===== src/rtl/tla_pkg.sv =====
`timescale 1ns / 1ps
`default_nettype none

package tla_pkg;

    localparam int MAX_LINE_DEF = 64;

    localparam int CFG_W = 16;

    localparam logic [0:0] REG_MAX_LEN = 1'b0;
    localparam logic [0:0] REG_TIMEOUT = 1'b1;

    localparam logic [6:0]  MAX_LEN_RST = 7'd64;
    localparam logic [15:0] TIMEOUT_RST = 16'd200;
    localparam logic [15:0] IDLE_SAT    = 16'hFFFF;

    localparam logic [1:0] ACT_BYTE = 2'd0;
    localparam logic [1:0] ACT_TICK = 2'd1;
    localparam logic [1:0] ACT_DISC = 2'd2;
    localparam logic [1:0] ACT_CONN = 2'd3;

    localparam logic [1:0] CAUSE_TERM = 2'd0;
    localparam logic [1:0] CAUSE_IDLE = 2'd1;
    localparam logic [1:0] CAUSE_DISC = 2'd2;

    localparam logic [7:0] CHAR_CR  = 8'h0D;
    localparam logic [7:0] CHAR_LF  = 8'h0A;
    localparam logic [7:0] CHAR_SP  = 8'h20;
    localparam logic [7:0] CHAR_TAB = 8'h09;
    localparam logic [7:0] CHAR_VT  = 8'h0B;
    localparam logic [7:0] CHAR_FF  = 8'h0C;

    typedef struct packed {
        logic [1:0] action;
        logic [7:0] byte_value;
    } in_t;

    typedef struct packed {
        logic [7:0] character;
        logic       last_of_line;
        logic       line_truncated;
        logic [1:0] end_cause;
    } out_t;

    typedef struct packed {
        logic accept;
        logic fetch;
        logic advance;
    } ctl_cmd_t;

    typedef struct packed {
        logic emit_start;
        logic at_last;
    } dp_status_t;

    function automatic logic is_blank(input logic [7:0] c);
        is_blank = (c == CHAR_SP) || (c == CHAR_TAB) || (c == CHAR_VT) || (c == CHAR_FF);
    endfunction

endpackage

`default_nettype wire


===== src/rtl/text_line_assembler.sv =====
`timescale 1ns / 1ps
`default_nettype none

// Channel   Signals                          Beat
// input     in_valid, in_stall, in_data      action and byte_value
// output    out_valid, out_stall, out_data   one character of a trimmed line
// config    cfg_we, cfg_index, cfg_data      register write, no handshake
//
// An item is accepted whenever the input is not stalled.
// An item that ends a nonempty trimmed line is followed by its N characters,
// each a line store read, then the beat; input stalls meanwhile.
// Output stall holds the current beat for as long as it lasts.
// Reset is immediate; the line store needs no clearing pass.

module text_line_assembler #(
    parameter int MAX_LINE = tla_pkg::MAX_LINE_DEF
) (
    input  wire logic                      clk,
    input  wire logic                      rst_n,
    input  wire logic                      cfg_we,
    input  wire logic [0:0]                cfg_index,
    input  wire logic [tla_pkg::CFG_W-1:0] cfg_data,
    input  wire logic                      in_valid,
    output logic                           in_stall,
    input  wire tla_pkg::in_t              in_data,
    output logic                           out_valid,
    input  wire logic                      out_stall,
    output tla_pkg::out_t                  out_data
);

    tla_pkg::ctl_cmd_t   cmd;
    tla_pkg::dp_status_t status;

    tla_ctrl u_ctrl (
        .clk       (clk),
        .rst_n     (rst_n),
        .in_valid  (in_valid),
        .in_stall  (in_stall),
        .out_valid (out_valid),
        .out_stall (out_stall),
        .status    (status),
        .cmd       (cmd)
    );

    tla_dpath #(
        .MAX_LINE (MAX_LINE)
    ) u_dpath (
        .clk       (clk),
        .rst_n     (rst_n),
        .cfg_we    (cfg_we),
        .cfg_index (cfg_index),
        .cfg_data  (cfg_data),
        .in_data   (in_data),
        .out_data  (out_data),
        .cmd       (cmd),
        .status    (status)
    );

    a_emit_blocks_input: assert property (@(posedge clk) disable iff (!rst_n)
        out_valid |-> in_stall)
        else $error("input open while a line is emitted");

    a_last_releases_input: assert property (@(posedge clk) disable iff (!rst_n)
        (out_valid && !out_stall && out_data.last_of_line) |=> !in_stall && !out_valid)
        else $error("line end did not return to capture");

    a_next_char_fetch: assert property (@(posedge clk) disable iff (!rst_n)
        (out_valid && !out_stall && !out_data.last_of_line) |=> !out_valid && in_stall)
        else $error("character fetch skipped");

    a_cause_code: assert property (@(posedge clk) disable iff (!rst_n)
        out_valid |-> (out_data.end_cause == tla_pkg::CAUSE_TERM
                    || out_data.end_cause == tla_pkg::CAUSE_IDLE
                    || out_data.end_cause == tla_pkg::CAUSE_DISC))
        else $error("bad end cause");

endmodule

`default_nettype wire


===== src/rtl/tla_ram.sv =====
`timescale 1ns / 1ps
`default_nettype none

module tla_ram #(
    parameter int WIDTH = 8,
    parameter int DEPTH = 64
) (
    input  wire logic                     clk,
    input  wire logic                     we,
    input  wire logic [$clog2(DEPTH)-1:0] waddr,
    input  wire logic [WIDTH-1:0]         wdata,
    input  wire logic                     re,
    input  wire logic [$clog2(DEPTH)-1:0] raddr,
    output logic      [WIDTH-1:0]         rdata
);

    logic [WIDTH-1:0] mem [DEPTH];

    always_ff @(posedge clk)
    begin
        if (we)
        begin
            mem[waddr] <= wdata;
        end
        if (re)
        begin
            rdata <= mem[raddr];
        end
    end

endmodule

`default_nettype wire


===== src/rtl/tla_ctrl.sv =====
`timescale 1ns / 1ps
`default_nettype none

module tla_ctrl (
    input  wire logic                clk,
    input  wire logic                rst_n,
    input  wire logic                in_valid,
    output logic                     in_stall,
    output logic                     out_valid,
    input  wire logic                out_stall,
    input  wire tla_pkg::dp_status_t status,
    output tla_pkg::ctl_cmd_t        cmd
);

    typedef enum logic [2:0] {
        ST_IDLE  = 3'b001,
        ST_FETCH = 3'b010,
        ST_SEND  = 3'b100
    } state_t;

    state_t state_reg;
    state_t state_next;

    always_comb
    begin
        state_next = state_reg;
        case (state_reg)
            ST_IDLE:
            begin
                if (status.emit_start)
                begin
                    state_next = ST_FETCH;
                end
            end
            ST_FETCH:
            begin
                state_next = ST_SEND;
            end
            ST_SEND:
            begin
                if (!out_stall)
                begin
                    state_next = status.at_last ? ST_IDLE : ST_FETCH;
                end
            end
            default:
            begin
                state_next = ST_IDLE;
            end
        endcase
    end

    always_ff @(posedge clk or negedge rst_n)
    begin
        if (!rst_n)
        begin
            state_reg <= ST_IDLE;
        end
        else
        begin
            state_reg <= state_next;
        end
    end

    assign in_stall    = (state_reg != ST_IDLE);
    assign out_valid   = (state_reg == ST_SEND);
    assign cmd.accept  = in_valid && (state_reg == ST_IDLE);
    assign cmd.fetch   = (state_reg == ST_FETCH);
    assign cmd.advance = (state_reg == ST_SEND) && !out_stall;

endmodule

`default_nettype wire


===== src/rtl/tla_dpath.sv =====
`timescale 1ns / 1ps
`default_nettype none

module tla_dpath #(
    parameter int MAX_LINE = tla_pkg::MAX_LINE_DEF
) (
    input  wire logic                      clk,
    input  wire logic                      rst_n,
    input  wire logic                      cfg_we,
    input  wire logic [0:0]                cfg_index,
    input  wire logic [tla_pkg::CFG_W-1:0] cfg_data,
    input  wire tla_pkg::in_t              in_data,
    output tla_pkg::out_t                  out_data,
    input  wire tla_pkg::ctl_cmd_t         cmd,
    output tla_pkg::dp_status_t            status
);

    localparam int AW = $clog2(MAX_LINE);
    localparam int LW = $clog2(MAX_LINE + 1);
    localparam int CW = (LW > 7) ? LW : 7;

    logic [6:0]    max_len_reg;
    logic [15:0]   timeout_reg;
    logic [LW-1:0] len_reg, len_next;
    logic          ovf_reg, ovf_next;
    logic [15:0]   idle_reg, idle_next;
    logic          has_reg, has_next;
    logic [AW-1:0] first_reg, first_next;
    logic [AW-1:0] last_reg, last_next;
    logic [AW-1:0] idx_reg;
    logic [AW-1:0] stop_reg;
    logic          trunc_reg;
    logic [1:0]    cause_reg;

    logic          pending;
    logic [15:0]   idle_inc;
    logic [CW-1:0] limit;
    logic          end_req;
    logic          clr;
    logic [1:0]    cause_sel;
    logic          wr_en;
    logic          is_term;
    logic [7:0]    rd_char;

    assign pending  = (len_reg != '0) || ovf_reg;
    assign idle_inc = (idle_reg == tla_pkg::IDLE_SAT) ? idle_reg : idle_reg + 16'd1;
    assign limit    = (CW'(max_len_reg) < CW'(MAX_LINE)) ? CW'(max_len_reg) : CW'(MAX_LINE);
    assign is_term  = (in_data.byte_value == tla_pkg::CHAR_CR)
                   || (in_data.byte_value == tla_pkg::CHAR_LF);

    always_comb
    begin
        len_next   = len_reg;
        ovf_next   = ovf_reg;
        idle_next  = idle_reg;
        has_next   = has_reg;
        first_next = first_reg;
        last_next  = last_reg;
        end_req    = 1'b0;
        clr        = 1'b0;
        cause_sel  = tla_pkg::CAUSE_TERM;
        wr_en      = 1'b0;
        if (cmd.accept)
        begin
            case (in_data.action)
                tla_pkg::ACT_BYTE:
                begin
                    idle_next = '0;
                    if (is_term)
                    begin
                        end_req   = 1'b1;
                        cause_sel = tla_pkg::CAUSE_TERM;
                    end
                    else if (!ovf_reg)
                    begin
                        if (CW'(len_reg) >= limit)
                        begin
                            ovf_next = 1'b1;
                        end
                        else
                        begin
                            wr_en    = 1'b1;
                            len_next = len_reg + LW'(1);
                            if (!tla_pkg::is_blank(in_data.byte_value))
                            begin
                                last_next = len_reg[AW-1:0];
                                if (!has_reg)
                                begin
                                    first_next = len_reg[AW-1:0];
                                    has_next   = 1'b1;
                                end
                            end
                        end
                    end
                end
                tla_pkg::ACT_TICK:
                begin
                    if (pending)
                    begin
                        idle_next = idle_inc;
                        if (idle_inc > timeout_reg)
                        begin
                            end_req   = 1'b1;
                            cause_sel = tla_pkg::CAUSE_IDLE;
                        end
                    end
                end
                tla_pkg::ACT_DISC:
                begin
                    end_req   = 1'b1;
                    cause_sel = tla_pkg::CAUSE_DISC;
                    clr       = 1'b1;
                end
                default:
                begin
                    clr = 1'b1;
                end
            endcase
        end
        if (end_req && pending)
        begin
            clr = 1'b1;
        end
        if (clr)
        begin
            len_next  = '0;
            ovf_next  = 1'b0;
            idle_next = '0;
            has_next  = 1'b0;
        end
    end

    assign status.emit_start = end_req && pending && has_reg;
    assign status.at_last    = (idx_reg == stop_reg);

    always_ff @(posedge clk or negedge rst_n)
    begin
        if (!rst_n)
        begin
            max_len_reg <= tla_pkg::MAX_LEN_RST;
            timeout_reg <= tla_pkg::TIMEOUT_RST;
            len_reg     <= '0;
            ovf_reg     <= 1'b0;
            idle_reg    <= '0;
            has_reg     <= 1'b0;
        end
        else
        begin
            if (cfg_we)
            begin
                case (cfg_index)
                    tla_pkg::REG_MAX_LEN: max_len_reg <= cfg_data[6:0];
                    tla_pkg::REG_TIMEOUT: timeout_reg <= cfg_data[15:0];
                    default:              timeout_reg <= timeout_reg;
                endcase
            end
            len_reg  <= len_next;
            ovf_reg  <= ovf_next;
            idle_reg <= idle_next;
            has_reg  <= has_next;
        end
    end

    always_ff @(posedge clk)
    begin
        first_reg <= first_next;
        last_reg  <= last_next;
        if (status.emit_start)
        begin
            idx_reg   <= first_reg;
            stop_reg  <= last_reg;
            trunc_reg <= ovf_reg;
            cause_reg <= cause_sel;
        end
        else if (cmd.advance && !status.at_last)
        begin
            idx_reg <= idx_reg + AW'(1);
        end
    end

    tla_ram #(
        .WIDTH (8),
        .DEPTH (MAX_LINE)
    ) u_store (
        .clk   (clk),
        .we    (wr_en),
        .waddr (len_reg[AW-1:0]),
        .wdata (in_data.byte_value),
        .re    (cmd.fetch),
        .raddr (idx_reg),
        .rdata (rd_char)
    );

    assign out_data.character      = rd_char;
    assign out_data.last_of_line   = status.at_last;
    assign out_data.line_truncated = trunc_reg;
    assign out_data.end_cause      = cause_reg;

endmodule

`default_nettype wire


===== config.mk =====
export PLATFORM = sky130hd
export DESIGN_NAME = text_line_assembler
export DESIGN_NICKNAME = d
export VERILOG_FILES = /design/src/rtl/tla_pkg.sv /design/src/rtl/text_line_assembler.sv /design/src/rtl/tla_ram.sv /design/src/rtl/tla_ctrl.sv /design/src/rtl/tla_dpath.sv
export SDC_FILE = /design/constraint.sdc
export NUM_CORES = 1
export LEC_CHECK = 0
export BUFFER_PORTS_ARGS = -buffer_cell sky130_fd_sc_hd__buf_2
export CORE_UTILIZATION = 30
export CTS_CLUSTER_DIAMETER = 150
export CTS_CLUSTER_SIZE = 12
export DETAILED_ROUTE_END_ITERATION = 6
export PLACE_DENSITY = 0.46
export REMOVE_ABC_BUFFERS = 1
export SYNTH_ARGS = -nofsm -noshare
export SYNTH_HDL_FRONTEND = slang
export SYNTH_SLANG_ARGS = --single-unit

===== constraint.sdc =====
create_clock -name clk -period 5.3 [get_ports clk]
set_input_delay 0.53 -clock clk [delete_from_list [all_inputs] [get_ports clk]]
set_output_delay 0.53 -clock clk [all_outputs]
set_load 0.005 [all_outputs]

==> impl_results.md <==
- Status: complete, no violations
- Synth Instances: 1201
- Global-route track usage on met1: 20.4%
- Max-cap violations: 0
- Worst slack at placement: 0.653 ns
- Post-synth top area cell: edfxtp_1
- Worst EP arrival: 4.89 ns
- Clk_lat worst skew: 0.63 ns
- DRC: 0
- Hold crit path type: in2reg
- Worst setup SP type: flop
- Fin crit period: 4.66 ns
- Global-route wire length before repair: 87200 um
- Final Wtd Congestion: 0.763
- Main synth FF type: edfxtp_1
- Pwr Density: 345 nW/um^2
- Static Leakage: 8.82 nW
- Mean Syn Cell Area: 20.1 sq um
- GRT overflow: 0
- Hold_ws: 0.128 ns
- TNS Setup: 0 ns
- Commonest cells post-synth: edfxtp_1 (547), mux4_2 (168), nor2_1 (89)
- Starting Density: 30.5%
- Per-cell routed wire length: 25.4 um
- Placed cell area: 25800 sq um
- Antenna Nets Post-Route: 0
- Clock Pin Slew Worst Setup and Hold Paths: 0.07 ns
- Critical path type: reg2reg
- Max Freq: 214 MHz
- Final setup margin: 0.635 ns
- 1st-iter DRT viols: 899
- Synthesis-to-finish area growth: 13.0%
- Rel. slew slack: 34.2%
- Core Rows: 103
- Hold Path Cell Cnt: 2
- Crit. End Element: flop
- Total GRT Usage: 14.7%
- GR Util met2: 24.0%
- Ys Warns: 0
- Worst reg2reg path depth: 14
- Total CTS buffers: 55
- Core ar.: 79400 sq um
- WL final: 59900 um
- Post-detail-place hpwl: 37700 um
- Final Setup Violations: 0
- Peak supply drop: 228 uV
- Max Slew Vio Count: 0
- Fraction of registers with async set/reset: 8.53%
- Die Ht: 286 um
- PortBufs: 45
- Root buf cell: clkbuf_16
- Die area: 81700 sq um
- Post-CTS setup buffers: 0
- #FFs+latches synth: 598
- Fraction of layout cells with a size suffix above 1: 27.4%
- Vias per cell: 4.94
- Nets@finish: 1355
- Post-synth top area share: 67.9%
- N_diodes: 0
- Worst r2r dst: u_dpath.idx_reg[0]
- Crit-path max FO: 23
- Cell with the most instances after synthesis: edfxtp_1
- Clock Skew: 0.0470 ns
- Total number of vias: 11600
- Period utilization: 88.0%
- Req. time, crit path: 5.53 ns
- Clock buffer depth: 3
- M3 GR Usage: 2.56%
- Worst reg2reg setup slack: 0.64 ns
- Die W: 286 um
- H-tree depth: 2
- Initial antenna violation count: 2
- Drt first pass iters: 4
- Unrepaired setup endpoints after global routing: no
- TritonCTS clock tree: done
- Vias in the first global route: 12100
- Reg2Reg Launch Point: u_dpath.idle_reg[3]
- Worst slew pin tran: 0.987 ns
- Largest cells by area after synthesis: edfxtp_1 (68%), mux4_2 (16%), dfrtp_1 (4.8%)
- Register area share after synthesis: 73.2%
- CTS sink count: 598
- Netlist cell types: 54
- Max FFs per register: 512
- Io pins: 46
- Mapped Area: 24200 sq um
- Hold Path Origin: cfg_data[15]
- Largest net degree at the start of global routing: 87
- Global routing's busiest layer: met2
- EDFF count, synth: 547
- Hold EP: u_dpath.timeout_reg[15]
- Design Area, Final: 27300 sq um
- Final hold vios: 0
cell type report:
cell class	count	area (sq um)
Fill cell	7528	52100
Sequential cell	598	17700
Multi-Input combinational cell	521	6080
Clock buffer	65	1420
Tap cell	1050	1310
Timing Repair Buffer	95	641
Inverter	25	93.8
Clock inverter	2	50.0
report_power, final:
group	leakage (nW)	switching, mW	internal, mW
clock	0.717	1.68	1.87
sequential	5.57	0.0617	5.23
combinational	2.53	0.354	0.213
total	8.82	2.10	7.32
logic make-up (layout without fill, tap and decap cells):
group / Yosys count / in the layout / synth area share [%]
AO/OA/AOI/OAI: 77 / 77 / 2.12
flip-flops: 598 / 598 / 73.2
AND/OR/NAND/NOR: 202 / 202 / 4.02
adder cells (fa/ha/maj): 27 / 27 / 1.40
XOR/XNOR: 22 / 22 / 0.797
buffers and inverters: 82 / 187 / 1.61
multiplexers: 193 / 193 / 16.8
per-stage QoR:
step	total power, mW	util (%)	cells
after floorplan	5.71	-	1144
after global placement	5.97	32.5	2288
after detailed placement	5.98	32.5	2288
after CTS	9.55	34.4	2356
after global routing	9.74	34.4	2356
final	9.41	34.4	2356
worst max-delay path, cell delays in order (launching register included):
cell,delay [ns]
dfrtp_1,0.45
and4_1,0.24
and4_1,0.26
nand2_1,0.12
nor4_1,0.37
o211ai_1,0.21
o21a_1,0.15
ha_1,0.30
nand4_1,0.18
nor4_1,0.40
a21boi_1,0.24
o31ai_2,0.12
nand2_1,0.12
and3_1,0.74
o21bai_1,0.37
per-layer routing:
layer | share of wire, % | up-vias
li1 | - | 5065
met1 | 45 | 6279
met2 | 49 | 230
met3 | 4.1 | 71
met4 | 2.3 | 0
met5 | 0 | -
repair_timing:
action | CTS | global route
hold endpoints to repair | 20 | 0
gates resized for setup | 0 | 0
hold buffers | 1 | 0
how the worst max path moves through the flow:
stage,start,end,slack (ns),depth (start not counted)
finish,u_dpath.idle_reg[3],u_dpath.idx_reg[0],0.64,14
global route,u_dpath.idle_reg[3],u_dpath.idx_reg[1],0.23,14
CTS,u_dpath.idle_reg[3],u_dpath.idx_reg[0],0.60,14
detailed placement,u_dpath.idle_reg[3],u_dpath.idx_reg[0],0.65,14
global placement,u_dpath.idle_reg[3],u_dpath.idx_reg[0],0.75,14
floorplan,u_dpath.idx_reg[0],u_dpath.u_store.rdata[0],-1.64,3
placed cells by master, fill, tap and decap left out, drive strengths merged, types with 6 or more instances in the layout:
| cell type | n |
|---|---|
| a22o | 11 |
| inv | 26 |
| nor2 | 89 |
| nand3 | 20 |
| mux2 | 25 |
| clkbuf | 65 |
| o21ai | 22 |
| nand2 | 36 |
| nor3 | 6 |
| nor2b | 6 |
| edfxtp | 547 |
| xnor2 | 11 |
| dfrtp | 46 |
| xor2 | 11 |
| buf | 94 |
| o31ai | 6 |
| nand3b | 6 |
| mux4 | 168 |
| ha | 27 |
| a21oi | 17 |
(Power assumes the default switching activity.)
